==> src/rtl/stt_pkg.sv <==
// stt_pkg: shared types, codes and character tables for the source text tokenizer.
// No dependencies. Used by stt_scan, stt_emit and source_text_tokenizer.
`default_nettype none

package stt_pkg;

  localparam int CNT_W = 24;
  localparam logic [CNT_W-1:0] CNT_MAX = 24'hFFFFFF;

  localparam int CLS_W = 3;
  localparam logic [CLS_W-1:0] CLS_OP      = 3'd0;
  localparam logic [CLS_W-1:0] CLS_SPECIAL = 3'd1;
  localparam logic [CLS_W-1:0] CLS_DIGIT   = 3'd2;
  localparam logic [CLS_W-1:0] CLS_KEYWORD = 3'd3;
  localparam logic [CLS_W-1:0] CLS_IDENT   = 3'd4;

  localparam logic [7:0] CH_HASH  = 8'h23;
  localparam logic [7:0] CH_SLASH = 8'h2F;
  localparam logic [7:0] CH_STAR  = 8'h2A;
  localparam logic [7:0] CH_NL    = 8'h0A;
  localparam logic [7:0] CH_US    = 8'h5F;

  localparam int IN_W  = 8;
  localparam int OUT_W = 64;

  typedef enum logic [2:0] {
    SCAN_NORMAL,
    SCAN_WORD,
    SCAN_SLASH,
    SCAN_LINE,
    SCAN_BLOCK,
    SCAN_BLOCK_STAR
  } scan_mode_t;

  typedef enum logic [1:0] {
    EMIT_IDLE,
    EMIT_WORD,
    EMIT_SLASH,
    EMIT_SINGLE
  } emit_state_t;

  // Work handed from the scanner to the emitter for one accepted transaction.
  typedef struct packed {
    logic             word;         // flush the stored word first
    logic             kw;           // stored word is a keyword
    logic             slash;        // emit a pending '/' operator first
    logic             single;       // then one single-character token
    logic [CLS_W-1:0] single_cls;
    logic [7:0]       single_char;
    logic [CNT_W-1:0] line;         // line all tokens of this transaction report
  } stt_act_t;

  // Keywords, first character in byte 0.
  localparam int NUM_KW = 6;
  localparam int KW_MAXLEN = 5;
  localparam logic [KW_MAXLEN-1:0][7:0] KW_TEXT [NUM_KW] = '{
    {8'h00, 8'h00, "t", "n", "i"},
    {8'h00, "n", "i", "a", "m"},
    {8'h00, 8'h00, 8'h00, "f", "i"},
    {8'h00, "e", "s", "l", "e"},
    {8'h00, 8'h00, 8'h00, "o", "d"},
    {"e", "l", "i", "h", "w"}
  };
  localparam logic [2:0] KW_LEN [NUM_KW] = '{3'd3, 3'd4, 3'd2, 3'd4, 3'd2, 3'd5};

  function automatic logic [7:0] kw_char(input int k, input logic [5:0] pos);
    logic [7:0] ch;
    ch = 8'h00;
    if (pos < 6'(KW_MAXLEN)) ch = KW_TEXT[k][pos[2:0]];
    return ch;
  endfunction

  function automatic logic is_space(input logic [7:0] c);
    return (c == 8'h20) || (c >= 8'h09 && c <= 8'h0D);
  endfunction

  function automatic logic is_alpha(input logic [7:0] c);
    return (c >= "a" && c <= "z") || (c >= "A" && c <= "Z");
  endfunction

  function automatic logic is_digit(input logic [7:0] c);
    return c >= "0" && c <= "9";
  endfunction

  function automatic logic is_op(input logic [7:0] c);
    return c == "+" || c == "-" || c == CH_STAR;
  endfunction

  function automatic logic is_special(input logic [7:0] c);
    return c == ";" || c == "{" || c == "}" || c == "(" || c == ")" ||
           c == "?" || c == "@" || c == "!" || c == "%";
  endfunction

endpackage

`default_nettype wire

==> src/rtl/stt_lex_mem.sv <==
// stt_lex_mem: lexeme character store, one write and one registered read port.
// No dependencies. Read-first: a read and write of one entry in a cycle returns old data.
`default_nettype none

module stt_lex_mem #(
  parameter int DEPTH = 19,
  parameter int AW    = 5
) (
  input  wire logic          clk,
  input  wire logic          we,
  input  wire logic [AW-1:0] waddr,
  input  wire logic [7:0]    wdata,
  input  wire logic          re,
  input  wire logic [AW-1:0] raddr,
  output logic      [7:0]    rdata
);

  logic [7:0] mem [DEPTH];

  always_ff @(posedge clk) begin
    if (we) mem[waddr] <= wdata;
    if (re) rdata <= mem[raddr];
  end

endmodule

`default_nettype wire

==> src/rtl/stt_scan.sv <==
// stt_scan: scan-mode machine, word length and keyword tracking, line counter.
// Depends on stt_pkg. Writes word characters into stt_lex_mem.
`default_nettype none

module stt_scan #(
  parameter int MAX_LEXEME = 19,
  parameter int LENW       = 5,
  parameter int AW         = 5
) (
  input  wire logic              clk,
  input  wire logic              rst,
  input  wire logic              accept,
  input  wire logic [7:0]        text_char,
  input  wire logic              end_of_text,
  output stt_pkg::stt_act_t      act,
  output logic      [LENW-1:0]   word_len,
  output logic                   we,
  output logic      [AW-1:0]     waddr,
  output logic      [7:0]        wdata
);

  stt_pkg::scan_mode_t           mode, mode_next;
  logic [LENW-1:0]               len, len_next;
  logic [stt_pkg::NUM_KW-1:0]    hit, hit_next;
  logic [stt_pkg::CNT_W-1:0]     line_count;
  logic                          line_bump;
  logic                          kw_hit;

  stt_pkg::scan_mode_t           nb_mode;
  logic                          nb_single;
  logic [stt_pkg::CLS_W-1:0]     nb_cls;
  logic                          nb_word;
  logic                          nb_nl;
  logic                          apply_nb;

  always_ff @(posedge clk) begin
    if (rst) begin
      mode       <= stt_pkg::SCAN_NORMAL;
      len        <= '0;
      hit        <= '0;
      line_count <= stt_pkg::CNT_W'(1);
    end else begin
      mode <= mode_next;
      len  <= len_next;
      hit  <= hit_next;
      if (line_bump && line_count != stt_pkg::CNT_MAX) line_count <= line_count + 1'b1;
    end
  end

  always_comb begin
    kw_hit = 1'b0;
    for (int k = 0; k < stt_pkg::NUM_KW; k++)
      if (hit[k] && 6'(len) == 6'(stt_pkg::KW_LEN[k])) kw_hit = 1'b1;
  end

  // What a byte does in normal scanning.
  always_comb begin
    nb_mode   = stt_pkg::SCAN_NORMAL;
    nb_single = 1'b0;
    nb_cls    = stt_pkg::CLS_OP;
    nb_word   = 1'b0;
    nb_nl     = 1'b0;
    if (text_char == stt_pkg::CH_HASH) begin
      nb_mode = stt_pkg::SCAN_LINE;
    end else if (stt_pkg::is_space(text_char)) begin
      nb_nl = (text_char == stt_pkg::CH_NL);
    end else if (text_char == stt_pkg::CH_SLASH) begin
      nb_mode = stt_pkg::SCAN_SLASH;
    end else if (stt_pkg::is_op(text_char)) begin
      nb_single = 1'b1;
    end else if (stt_pkg::is_special(text_char)) begin
      nb_single = 1'b1;
      nb_cls    = stt_pkg::CLS_SPECIAL;
    end else if (stt_pkg::is_digit(text_char)) begin
      nb_single = 1'b1;
      nb_cls    = stt_pkg::CLS_DIGIT;
    end else if (stt_pkg::is_alpha(text_char)) begin
      nb_word = 1'b1;
      nb_mode = stt_pkg::SCAN_WORD;
    end
  end

  always_comb begin
    mode_next       = mode;
    len_next        = len;
    hit_next        = hit;
    line_bump       = 1'b0;
    apply_nb        = 1'b0;
    act             = '0;
    act.line        = line_count;
    act.single_char = text_char;
    word_len        = len;
    we              = 1'b0;
    waddr           = AW'(len);
    wdata           = text_char;

    if (accept) begin
      if (end_of_text) begin
        unique case (mode)
          stt_pkg::SCAN_WORD: begin
            act.word = 1'b1;
            act.kw   = kw_hit;
          end
          stt_pkg::SCAN_SLASH: act.slash = 1'b1;
          stt_pkg::SCAN_LINE:  line_bump = 1'b1;
          default: ;
        endcase
        mode_next = stt_pkg::SCAN_NORMAL;
        len_next  = '0;
      end else begin
        unique case (mode)
          stt_pkg::SCAN_NORMAL: apply_nb = 1'b1;
          stt_pkg::SCAN_WORD: begin
            if (stt_pkg::is_alpha(text_char) || stt_pkg::is_digit(text_char) ||
                text_char == stt_pkg::CH_US) begin
              // characters past the limit still continue the word
              if (len < LENW'(MAX_LEXEME)) begin
                we       = 1'b1;
                len_next = len + 1'b1;
                for (int k = 0; k < stt_pkg::NUM_KW; k++)
                  hit_next[k] = hit[k] && (6'(len) < 6'(stt_pkg::KW_LEN[k])) &&
                                (text_char == stt_pkg::kw_char(k, 6'(len)));
              end
            end else begin
              act.word = 1'b1;
              act.kw   = kw_hit;
              len_next = '0;
              apply_nb = 1'b1;
            end
          end
          stt_pkg::SCAN_SLASH: begin
            if (text_char == stt_pkg::CH_SLASH) begin
              mode_next = stt_pkg::SCAN_LINE;
            end else if (text_char == stt_pkg::CH_STAR) begin
              mode_next = stt_pkg::SCAN_BLOCK;
            end else begin
              act.slash = 1'b1;
              apply_nb  = 1'b1;
            end
          end
          stt_pkg::SCAN_LINE: begin
            if (text_char == stt_pkg::CH_NL) begin
              line_bump = 1'b1;
              mode_next = stt_pkg::SCAN_NORMAL;
            end
          end
          stt_pkg::SCAN_BLOCK: begin
            if (text_char == stt_pkg::CH_NL) line_bump = 1'b1;
            else if (text_char == stt_pkg::CH_STAR) mode_next = stt_pkg::SCAN_BLOCK_STAR;
          end
          stt_pkg::SCAN_BLOCK_STAR: begin
            if (text_char == stt_pkg::CH_SLASH) begin
              mode_next = stt_pkg::SCAN_NORMAL;
            end else if (text_char != stt_pkg::CH_STAR) begin
              line_bump = (text_char == stt_pkg::CH_NL);
              mode_next = stt_pkg::SCAN_BLOCK;
            end
          end
          default: begin
            mode_next = stt_pkg::SCAN_NORMAL;
            len_next  = '0;
          end
        endcase

        if (apply_nb) begin
          mode_next      = nb_mode;
          act.single     = nb_single;
          act.single_cls = nb_cls;
          line_bump      = nb_nl;
          if (nb_word) begin
            // a new word starts at entry 0; the memory is read-first
            we       = 1'b1;
            waddr    = '0;
            len_next = LENW'(1);
            for (int k = 0; k < stt_pkg::NUM_KW; k++)
              hit_next[k] = (text_char == stt_pkg::kw_char(k, 6'd0));
          end
        end
      end
    end
  end

  a_len_bound: assert property (@(posedge clk) disable iff (rst)
    len <= LENW'(MAX_LEXEME))
    else $error("word length beyond limit");

  a_word_nonempty: assert property (@(posedge clk) disable iff (rst)
    mode == stt_pkg::SCAN_WORD |-> len != '0)
    else $error("word mode with empty word");

endmodule

`default_nettype wire

==> src/rtl/stt_emit.sv <==
// stt_emit: token sequencer, token counter and output register.
// Depends on stt_pkg. Reads word characters from stt_lex_mem.
`default_nettype none

module stt_emit #(
  parameter int LENW = 5,
  parameter int AW   = 5
) (
  input  wire logic                   clk,
  input  wire logic                   rst,
  input  wire logic                   accept,
  input  wire stt_pkg::stt_act_t      act,
  input  wire logic [LENW-1:0]        word_len_in,
  output logic                        idle,
  output logic                        re,
  output logic      [AW-1:0]          raddr,
  input  wire logic [7:0]             rdata,
  output logic                        m_tvalid,
  input  wire logic                   m_tready,
  output logic      [stt_pkg::OUT_W-1:0] m_tdata,
  output logic                        m_tlast
);

  stt_pkg::emit_state_t         state, state_next;
  logic [AW-1:0]                idx;
  logic [LENW-1:0]              word_len;
  logic [stt_pkg::CLS_W-1:0]    word_cls;
  logic                         has_single;
  logic [stt_pkg::CLS_W-1:0]    single_cls;
  logic [7:0]                   single_char;
  logic [stt_pkg::CNT_W-1:0]    tok_line;
  logic [stt_pkg::CNT_W-1:0]    token_count;

  logic [stt_pkg::CNT_W-1:0]    out_line;
  logic [stt_pkg::CNT_W-1:0]    out_tok;
  logic [stt_pkg::CLS_W-1:0]    out_cls;
  logic [7:0]                   out_char;

  logic                         load;
  logic                         emit;
  logic                         emit_last;
  logic [stt_pkg::CLS_W-1:0]    emit_cls;
  logic [7:0]                   emit_char;
  logic                         word_end;

  assign load     = !m_tvalid || m_tready;
  assign idle     = (state == stt_pkg::EMIT_IDLE);
  assign word_end = (LENW'(idx) + LENW'(1)) == word_len;

  always_comb begin
    state_next = state;
    emit       = 1'b0;
    emit_last  = 1'b1;
    emit_cls   = single_cls;
    emit_char  = single_char;
    re         = 1'b0;
    raddr      = idx + 1'b1;
    unique case (state)
      stt_pkg::EMIT_IDLE: begin
        if (accept) begin
          re    = act.word;
          raddr = '0;
          if (act.word) state_next = stt_pkg::EMIT_WORD;
          else if (act.slash) state_next = stt_pkg::EMIT_SLASH;
          else if (act.single) state_next = stt_pkg::EMIT_SINGLE;
        end
      end
      stt_pkg::EMIT_WORD: begin
        emit_cls  = word_cls;
        emit_char = rdata;
        emit_last = word_end;
        if (load) begin
          emit = 1'b1;
          if (word_end) state_next = has_single ? stt_pkg::EMIT_SINGLE : stt_pkg::EMIT_IDLE;
          else re = 1'b1;
        end
      end
      stt_pkg::EMIT_SLASH: begin
        emit_cls  = stt_pkg::CLS_OP;
        emit_char = stt_pkg::CH_SLASH;
        if (load) begin
          emit       = 1'b1;
          state_next = has_single ? stt_pkg::EMIT_SINGLE : stt_pkg::EMIT_IDLE;
        end
      end
      stt_pkg::EMIT_SINGLE: begin
        if (load) begin
          emit       = 1'b1;
          state_next = stt_pkg::EMIT_IDLE;
        end
      end
      default: state_next = stt_pkg::EMIT_IDLE;
    endcase
  end

  always_ff @(posedge clk) begin
    if (rst) begin
      state       <= stt_pkg::EMIT_IDLE;
      token_count <= '0;
      m_tvalid    <= 1'b0;
    end else begin
      state <= state_next;
      if (emit && emit_last && token_count != stt_pkg::CNT_MAX)
        token_count <= token_count + 1'b1;
      if (emit) m_tvalid <= 1'b1;
      else if (m_tready) m_tvalid <= 1'b0;
    end
  end

  always_ff @(posedge clk) begin
    if (idle && accept) begin
      idx         <= '0;
      word_len    <= word_len_in;
      word_cls    <= act.kw ? stt_pkg::CLS_KEYWORD : stt_pkg::CLS_IDENT;
      has_single  <= act.single;
      single_cls  <= act.single_cls;
      single_char <= act.single_char;
      tok_line    <= act.line;
    end else if (state == stt_pkg::EMIT_WORD && load && !word_end) begin
      idx <= idx + 1'b1;
    end
    if (emit) begin
      out_line <= tok_line;
      out_tok  <= token_count;
      out_cls  <= emit_cls;
      out_char <= emit_char;
      m_tlast  <= emit_last;
    end
  end

  assign m_tdata = {5'b0, out_char, out_cls, out_tok, out_line};

  a_idx_in_word: assert property (@(posedge clk) disable iff (rst)
    state == stt_pkg::EMIT_WORD |-> LENW'(idx) < word_len)
    else $error("word index past stored length");

  a_word_continues: assert property (@(posedge clk) disable iff (rst)
    emit && state == stt_pkg::EMIT_WORD && !emit_last |=> state == stt_pkg::EMIT_WORD)
    else $error("word emission stopped early");

  a_tok_bump: assert property (@(posedge clk) disable iff (rst)
    emit && emit_last && token_count != stt_pkg::CNT_MAX |=>
      token_count == $past(token_count) + 1'b1)
    else $error("token counter missed a token");

  a_flush_starts: assert property (@(posedge clk) disable iff (rst)
    idle && accept && act.word |=> state == stt_pkg::EMIT_WORD)
    else $error("word flush not started");

endmodule

`default_nettype wire

==> src/rtl/source_text_tokenizer.sv <==
// source_text_tokenizer: top level of the streaming lexical analyzer.
// Depends on stt_pkg, stt_lex_mem, stt_scan and stt_emit.
//
//  channel  dir  tdata                         tlast         tuser
//  s_*      in   [7:0] text_char               end_of_text   -
//  m_*      out  line, token, class, char      lexeme_last   -
//
// A transaction without tokens leaves the sequencer idle; one with
// tokens holds s_tready low until its last character is loaded, the
// word characters coming from the lexeme memory at one read a cycle
// unless m_tready stalls them. rst is synchronous and clears the scan
// mode, counters and sequencer; the lexeme memory is not cleared.
`default_nettype none

module source_text_tokenizer #(
  parameter int MAX_LEXEME = 19
) (
  input  wire logic                       clk,
  input  wire logic                       rst,
  input  wire logic                       s_tvalid,
  output logic                            s_tready,
  input  wire logic [stt_pkg::IN_W-1:0]   s_tdata,   // [7:0] text_char
  input  wire logic                       s_tlast,   // end_of_text
  output logic                            m_tvalid,
  input  wire logic                       m_tready,
  // [23:0] line_number, [47:24] token_number, [50:48] token_class,
  // [58:51] lexeme_char, [63:59] zero
  output logic      [stt_pkg::OUT_W-1:0]  m_tdata,
  output logic                            m_tlast    // lexeme_last
);

  localparam int LENW = $clog2(MAX_LEXEME + 1);
  localparam int AW   = (MAX_LEXEME > 1) ? $clog2(MAX_LEXEME) : 1;

  logic              accept;
  stt_pkg::stt_act_t act;
  logic [LENW-1:0]   word_len;
  logic              we;
  logic [AW-1:0]     waddr;
  logic [7:0]        wdata;
  logic              re;
  logic [AW-1:0]     raddr;
  logic [7:0]        rdata;
  logic              idle;

  assign s_tready = idle;
  assign accept   = s_tvalid && s_tready;

  stt_scan #(
    .MAX_LEXEME (MAX_LEXEME),
    .LENW       (LENW),
    .AW         (AW)
  ) u_scan (
    .clk         (clk),
    .rst         (rst),
    .accept      (accept),
    .text_char   (s_tdata[7:0]),
    .end_of_text (s_tlast),
    .act         (act),
    .word_len    (word_len),
    .we          (we),
    .waddr       (waddr),
    .wdata       (wdata)
  );

  stt_lex_mem #(
    .DEPTH (MAX_LEXEME),
    .AW    (AW)
  ) u_mem (
    .clk   (clk),
    .we    (we),
    .waddr (waddr),
    .wdata (wdata),
    .re    (re),
    .raddr (raddr),
    .rdata (rdata)
  );

  stt_emit #(
    .LENW (LENW),
    .AW   (AW)
  ) u_emit (
    .clk         (clk),
    .rst         (rst),
    .accept      (accept),
    .act         (act),
    .word_len_in (word_len),
    .idle        (idle),
    .re          (re),
    .raddr       (raddr),
    .rdata       (rdata),
    .m_tvalid    (m_tvalid),
    .m_tready    (m_tready),
    .m_tdata     (m_tdata),
    .m_tlast     (m_tlast)
  );

endmodule

`default_nettype wire

==> config.mk <==
export PLATFORM = sky130hd
export DESIGN_NAME = source_text_tokenizer
export DESIGN_NICKNAME = d
export VERILOG_FILES = /design/src/rtl/stt_pkg.sv /design/src/rtl/stt_lex_mem.sv /design/src/rtl/stt_scan.sv /design/src/rtl/stt_emit.sv /design/src/rtl/source_text_tokenizer.sv
export SDC_FILE = /design/constraint.sdc
export NUM_CORES = 1
export LEC_CHECK = 0
export BUFFER_PORTS_ARGS = -buffer_cell sky130_fd_sc_hd__buf_2
export CORE_MARGIN = 10
export CORE_UTILIZATION = 55
export CTS_CLUSTER_DIAMETER = 60
export DETAILED_ROUTE_END_ITERATION = 16
export GPL_TIMING_DRIVEN = 0
export HOLD_SLACK_MARGIN = 0.15
export PLACE_DENSITY = 0.76
export RECOVER_POWER = 100
export SETUP_SLACK_MARGIN = 0.02
export SLEW_MARGIN = 20
export SYNTH_ARGS = -nofsm -noshare
export SYNTH_HDL_FRONTEND = slang
export SYNTH_SLANG_ARGS = --single-unit
export TNS_END_PERCENT = 20
==> constraint.sdc <==
create_clock -name clk -period 4.6 [get_ports clk]
set_clock_uncertainty 0.05 [all_clocks]
set_input_delay 0 -clock clk [delete_from_list [all_inputs] [get_ports clk]]
set_output_delay 0 -clock clk [all_outputs]
set_load 0.02 [all_outputs]
==> impl_metrics.prom <==
# TYPE chip_impl_metric gauge
chip_impl_info{name="status",value="completed"} 1
chip_impl_metric{name="total_power",unit="W"} 0.00843
chip_impl_metric{name="gr-total-overflow",unit=""} 0
chip_impl_metric{name="reg2reg_setup_slack",unit="ns"} 0.69
chip_impl_metric{name="critPathMaxFanout",unit=""} 25
chip_impl_metric{name="cp_slowest_stage_delay",unit="ns"} 0.85
chip_impl_info{name="clk_root_buffer_cell",value="sky130_fd_sc_hd__clkbuf_16"} 1
chip_impl_info{name="worstHoldPathType",value="reg2reg"} 1
chip_impl_metric{name="postSynthCellCount",unit=""} 1224
chip_impl_metric{name="io_buffer_count",unit=""} 74
chip_impl_metric{name="grt_start_max_net_pins",unit=""} 52
chip_impl_metric{name="cap_violations",unit=""} 0
chip_impl_metric{name="postSynthAreaPerCell",unit="sq um"} 12.3
chip_impl_metric{name="synthSimpleGateAreaFrac",unit="%"} 14.6
chip_impl_metric{name="multi_input_comb_area",unit="sq um"} 4940
chip_impl_metric{name="stdcell_area",unit="sq um"} 17000
chip_impl_info{name="post_synth_main_area_contributors",value="sky130_fd_sc_hd__edfxtp_1, sky130_fd_sc_hd__dfxtp_1, sky130_fd_sc_hd__nor2_1"} 1
chip_impl_metric{name="worst_skew_pair.late_latency",unit="ns"} 0.52
chip_impl_metric{name="final_hold_vio_count",unit=""} 0
chip_impl_metric{name="final_net_count",unit=""} 1382
chip_impl_metric{name="report.final.slew_viol_count",unit=""} 0
chip_impl_metric{name="leakage",unit="nW"} 5.55
chip_impl_info{name="combinational_family_with_the_most_area_after_synthesis",value="simple AND/OR/NAND/NOR gates"} 1
chip_impl_metric{name="die_x",unit="um"} 186
chip_impl_metric{name="detailed_place_hpwl",unit="um"} 24000
chip_impl_metric{name="synth-edff-count",unit=""} 262
chip_impl_info{name="grt_setup_unrepaired",value="false"} 1
chip_impl_metric{name="num_io_pins",unit=""} 80
chip_impl_metric{name="clock.fmax",unit="GHz"} 0.237
chip_impl_info{name="critPathLaunch",value="s_tdata[6]"} 1
chip_impl_metric{name="worstMarginPinSlew",unit="ns"} 1.47
chip_impl_info{name="crit_family",value="buffers and inverters"} 1
chip_impl_info{name="worst_setup_path_start_kind",value="input pin"} 1
chip_impl_info{name="crit_path_top_delay_cell",value="sky130_fd_sc_hd__clkbuf_1"} 1
chip_impl_metric{name="fill_cells",unit=""} 2048
chip_impl_info{name="netlist.top_cell.by_area",value="sky130_fd_sc_hd__edfxtp_1"} 1
chip_impl_metric{name="timing.critical_path.arrival",unit="ns"} 4.31
chip_impl_metric{name="worstPathBufferInverterCount",unit=""} 3
chip_impl_metric{name="design.core.area",unit="sq um"} 27000
chip_impl_metric{name="antenna_cells_inserted",unit=""} 0
chip_impl_info{name="tritoncts",value="built"} 1
chip_impl_info{name="critical_path.most_common_cell",value="sky130_fd_sc_hd__o21ai_1"} 1
chip_impl_metric{name="floorplan.rows",unit=""} 60
chip_impl_metric{name="slew_headroom",unit="%"} 1.89
chip_impl_metric{name="global_route.usage.total",unit="%"} 20.7
chip_impl_metric{name="yosysTopAreaCellShare",unit="%"} 52.2
chip_impl_metric{name="fin_util",unit="%"} 63.1
chip_impl_metric{name="postLayoutSetupSlackWorst",unit="ns"} 0.381
chip_impl_metric{name="postRouteAntennaNets",unit=""} 0
chip_impl_metric{name="placed_area",unit="sq um"} 16000
chip_impl_metric{name="cts_buffer_depth",unit=""} 3
chip_impl_metric{name="layout_worst_path_cycle_share",unit="%"} 91.7
chip_impl_metric{name="detailedRoute.firstPassIterationCount",unit=""} 7
chip_impl_info{name="synthFlopType",value="sky130_fd_sc_hd__edfxtp_1"} 1
chip_impl_metric{name="vias_per_cell",unit=""} 6.04
chip_impl_metric{name="synth.cell_area",unit="sq um"} 15100
chip_impl_metric{name="detail_route.drc_violations",unit=""} 0
chip_impl_metric{name="synth-seq-area-share",unit="%"} 64.0
chip_impl_metric{name="first_pass_grt_wire_length",unit="um"} 55700
chip_impl_metric{name="worstSetupPathDepth",unit=""} 9
chip_impl_metric{name="cts.repair_timing.setup_buffer_count",unit=""} 0
chip_impl_metric{name="reg2regPathDepth",unit=""} 8
chip_impl_metric{name="area_growth",unit="%"} 12.8
chip_impl_metric{name="share_of_cells_above_drive_strength_1",unit="%"} 8.32
chip_impl_metric{name="yosysWarningCount",unit=""} 0
chip_impl_metric{name="wire_per_inst",unit="um"} 20.8
chip_impl_metric{name="dieArea",unit="sq um"} 34400
chip_impl_metric{name="postSynth.asyncResetShare",unit="%"} 0
chip_impl_metric{name="synth-adder-area-share",unit="%"} 1.16
chip_impl_metric{name="cellPowerDensity",unit="nW/um^2"} 496
chip_impl_metric{name="tritoncts.num_buffers",unit=""} 37
chip_impl_metric{name="dp_worst_setup_slack",unit="ns"} 0.501
chip_impl_metric{name="initialDrtViolationCount",unit=""} 1153
chip_impl_metric{name="synth_compound_gate_area_share",unit="%"} 10.7
chip_impl_metric{name="timing.critical_path.required",unit="ns"} 4.69
chip_impl_metric{name="min_clock_period_post_route",unit="ns"} 4.22
chip_impl_info{name="timing.critical_path.to",value="u_mem.mem[0][4]$_DFFE_PP_"} 1
chip_impl_metric{name="fp.dieH",unit="um"} 186
chip_impl_metric{name="synth_cell_types",unit=""} 86
chip_impl_metric{name="via_count",unit=""} 10400
chip_impl_info{name="worst_r2r_startpoint",value="u_emit.state[0]$_SDFFE_PP0P_"} 1
chip_impl_metric{name="globalplace.congestion",unit=""} 0.921
chip_impl_metric{name="cts.htree.levels",unit=""} 2
chip_impl_info{name="type_of_element_capturing_the_critical_path",value="flip-flop"} 1
chip_impl_metric{name="grt_antenna_before_repair",unit=""} 0
chip_impl_metric{name="detail_route.wirelength",unit="um"} 35800
chip_impl_metric{name="register_area",unit="sq um"} 9650
chip_impl_metric{name="effective_utilization_at_floorplan",unit="%"} 55.9
chip_impl_metric{name="yosys.area_share.xor_xnor",unit="%"} 3.66
chip_impl_info{name="worstPathCellList",value="dlygate4sd3_1 > clkbuf_1 > nor2b_1 > o21ai_1 > o22a_1 > buf_2 > nor3_1 > nand2_1 > o21ai_1"} 1
chip_impl_metric{name="vdd_drop_max",unit="mV"} 0.207
chip_impl_metric{name="yosys-mux-area-fraction",unit="%"} 2.86
chip_impl_metric{name="tritoncts_num_sinks",unit=""} 351
chip_impl_metric{name="path_clk_slew",unit="ns"} 0.06
chip_impl_info{name="reg2reg_to",value="u_mem.mem[0][4]$_DFFE_PP_"} 1
chip_impl_metric{name="grt_pass1_vias",unit=""} 10000
chip_impl_metric{name="setup-violations-final",unit=""} 0
chip_impl_info{name="critPathKind",value="in2reg"} 1
chip_impl_metric{name="ys_seq_elements",unit=""} 351
[worst min-delay path by stage]
stage                                              from                              end  slack, ns  depth (start not counted)
after floorplan                              s_tdata[0]  u_emit.single_char[0]$_DFFE_PP_       0.05                          0
after global placement                         m_tready     u_emit.m_tvalid$_SDFFE_PP0P_       0.35                          4
after global routing       u_emit.tok_line[8]$_DFFE_PP_     u_emit.out_line[8]$_DFFE_PP_       0.38                          0
after detailed placement  u_emit.tok_line[11]$_DFFE_PP_    u_emit.out_line[11]$_DFFE_PP_       0.35                          0
final                     u_emit.tok_line[11]$_DFFE_PP_    u_emit.out_line[11]$_DFFE_PP_       0.37                          0
after CTS                 u_emit.tok_line[16]$_DFFE_PP_    u_emit.out_line[16]$_DFFE_PP_       0.37                          0
[flip-flops by register name, indices dropped and copies added, names as in the netlist, named ones only]
name                count
u_emit.out_char         8
u_mem.rdata             8
u_emit.out_cls          3
u_emit.has_single       1
u_scan.hit              6
u_emit.token_count     24
u_emit.m_tlast          1
u_scan.line_count      24
u_emit.single_char      8
u_emit.out_line        24
u_mem.mem             152
u_scan.mode             3
u_emit.word_cls         2
u_emit.single_cls       2
u_emit.m_tvalid         1
u_emit.idx              5
u_scan.word_len         5
u_emit.tok_line        24
u_emit.state            2
u_emit.word_len         5
u_emit.out_tok         24
[cells by family after synthesis]
family | Yosys count
DFF | 351
xor gates and xnor gates | 59
adders and majority gates | 14
muxes | 24
AOI/OAI and AO/OA | 238
other | 1
and+or+nand+nor | 432
buffers and inverters | 105
[cells in the mapped netlist (all sizes together) (6+ instances only)]
cell type / count
a211oi: 19
a21oi: 63
a311oi: 8
a31oi: 11
and2: 9
and3: 22
buf: 25
clkbuf: 48
dfxtp: 89
edfxtp: 262
ha: 14
inv: 32
mux2i: 6
mux4: 15
nand2: 73
nand2b: 10
nand3: 46
nand4: 27
nor2: 139
nor2b: 17
nor3: 30
nor4: 21
o211ai: 9
o21a: 11
o21ai: 51
o221ai: 16
o31ai: 8
or3: 8
xnor2: 35
xor2: 22
[metal layers]
metal	vias up	share of wire [%]	GRT usage, %
met1	4987	42	27.4
met3	85	8.3	4.23
li1	4870	-	-
met4	0	2.7	6.50
met5	-	0	0
met2	474	47	33.5
[stage by stage]
step / instances / hold slack, ns / TNS (ns)
after global placement: 1643 / 0.353 / -0.583
after global routing: 1724 / 0.376 / 0
after CTS: 1724 / 0.368 / 0
after floorplan: 1228 / 0.0489 / 0
final: 1724 / 0.367 / 0
after detailed placement: 1645 / 0.355 / 0
[cells in the final DEF (no fill, tap or decap), drive strengths merged, types with 5 or more instances in the layout]
| cell | count |
|---|---|
| nand2 | 73 |
| or2 | 5 |
| nand3 | 46 |
| ha | 14 |
| nor3 | 30 |
| clkinv | 15 |
| o211ai | 9 |
| and3 | 22 |
| a22oi | 5 |
| o21ai | 51 |
| xnor2 | 35 |
| and2 | 9 |
| a31oi | 11 |
| nor2b | 17 |
| or3 | 8 |
| nor4 | 21 |
| o31ai | 8 |
| mux2i | 6 |
| dlygate4sd3 | 12 |
| o221ai | 16 |
| edfxtp | 262 |
| nand4 | 27 |
| dfxtp | 89 |
| inv | 34 |
| o21a | 11 |
| a311oi | 8 |
| nor4b | 5 |
| nor2 | 139 |
| buf | 30 |
| conb | 5 |
| xor2 | 22 |
| nand3b | 5 |
| nand2b | 10 |
| clkbuf | 168 |
| a211oi | 19 |
| mux4 | 15 |
| o22ai | 5 |
| a21oi | 63 |
[worst reg2reg max path, cell delays in order, from the launching register on]
cell                       delay (ns)
sky130_fd_sc_hd__dfxtp_1         0.33
sky130_fd_sc_hd__inv_1           0.10
sky130_fd_sc_hd__ha_1            0.36
sky130_fd_sc_hd__nand2_1         0.25
sky130_fd_sc_hd__inv_1           0.24
sky130_fd_sc_hd__nand2b_1        0.21
sky130_fd_sc_hd__nor3_1          0.77
sky130_fd_sc_hd__nand2_1         0.42
sky130_fd_sc_hd__o21ai_1         0.80
[layout make-up]
| class | instances | share of cell area, % |
|---|---|---|
| Timing Repair Buffer | 88 | 2.59 |
| Clock inverter | 18 | 0.611 |
| Buffer | 73 | 1.89 |
| Sequential cell | 351 | 56.8 |
| Tap cell | 341 | 2.51 |
| Multi-Input combinational cell | 772 | 29.1 |
| Inverter | 32 | 0.707 |
| Clock buffer | 49 | 5.83 |
[what timing repair did]
| item | in CTS | in global routing |
|---|---|---|
| endpoints found under the hold margin | 181 | 0 |
| hold buffers | 12 | 0 |
| resized for setup | 0 | 0 |
[power by group]
| part | internal, W | total (W) | switching [W] |
|---|---|---|---|
| sequential | 0.00384 | 0.00394 | 0.0000971 |
| clock | 0.00153 | 0.00271 | 0.00118 |
| combinational | 0.000482 | 0.00178 | 0.00130 |
(Power assumes the default switching activity.)
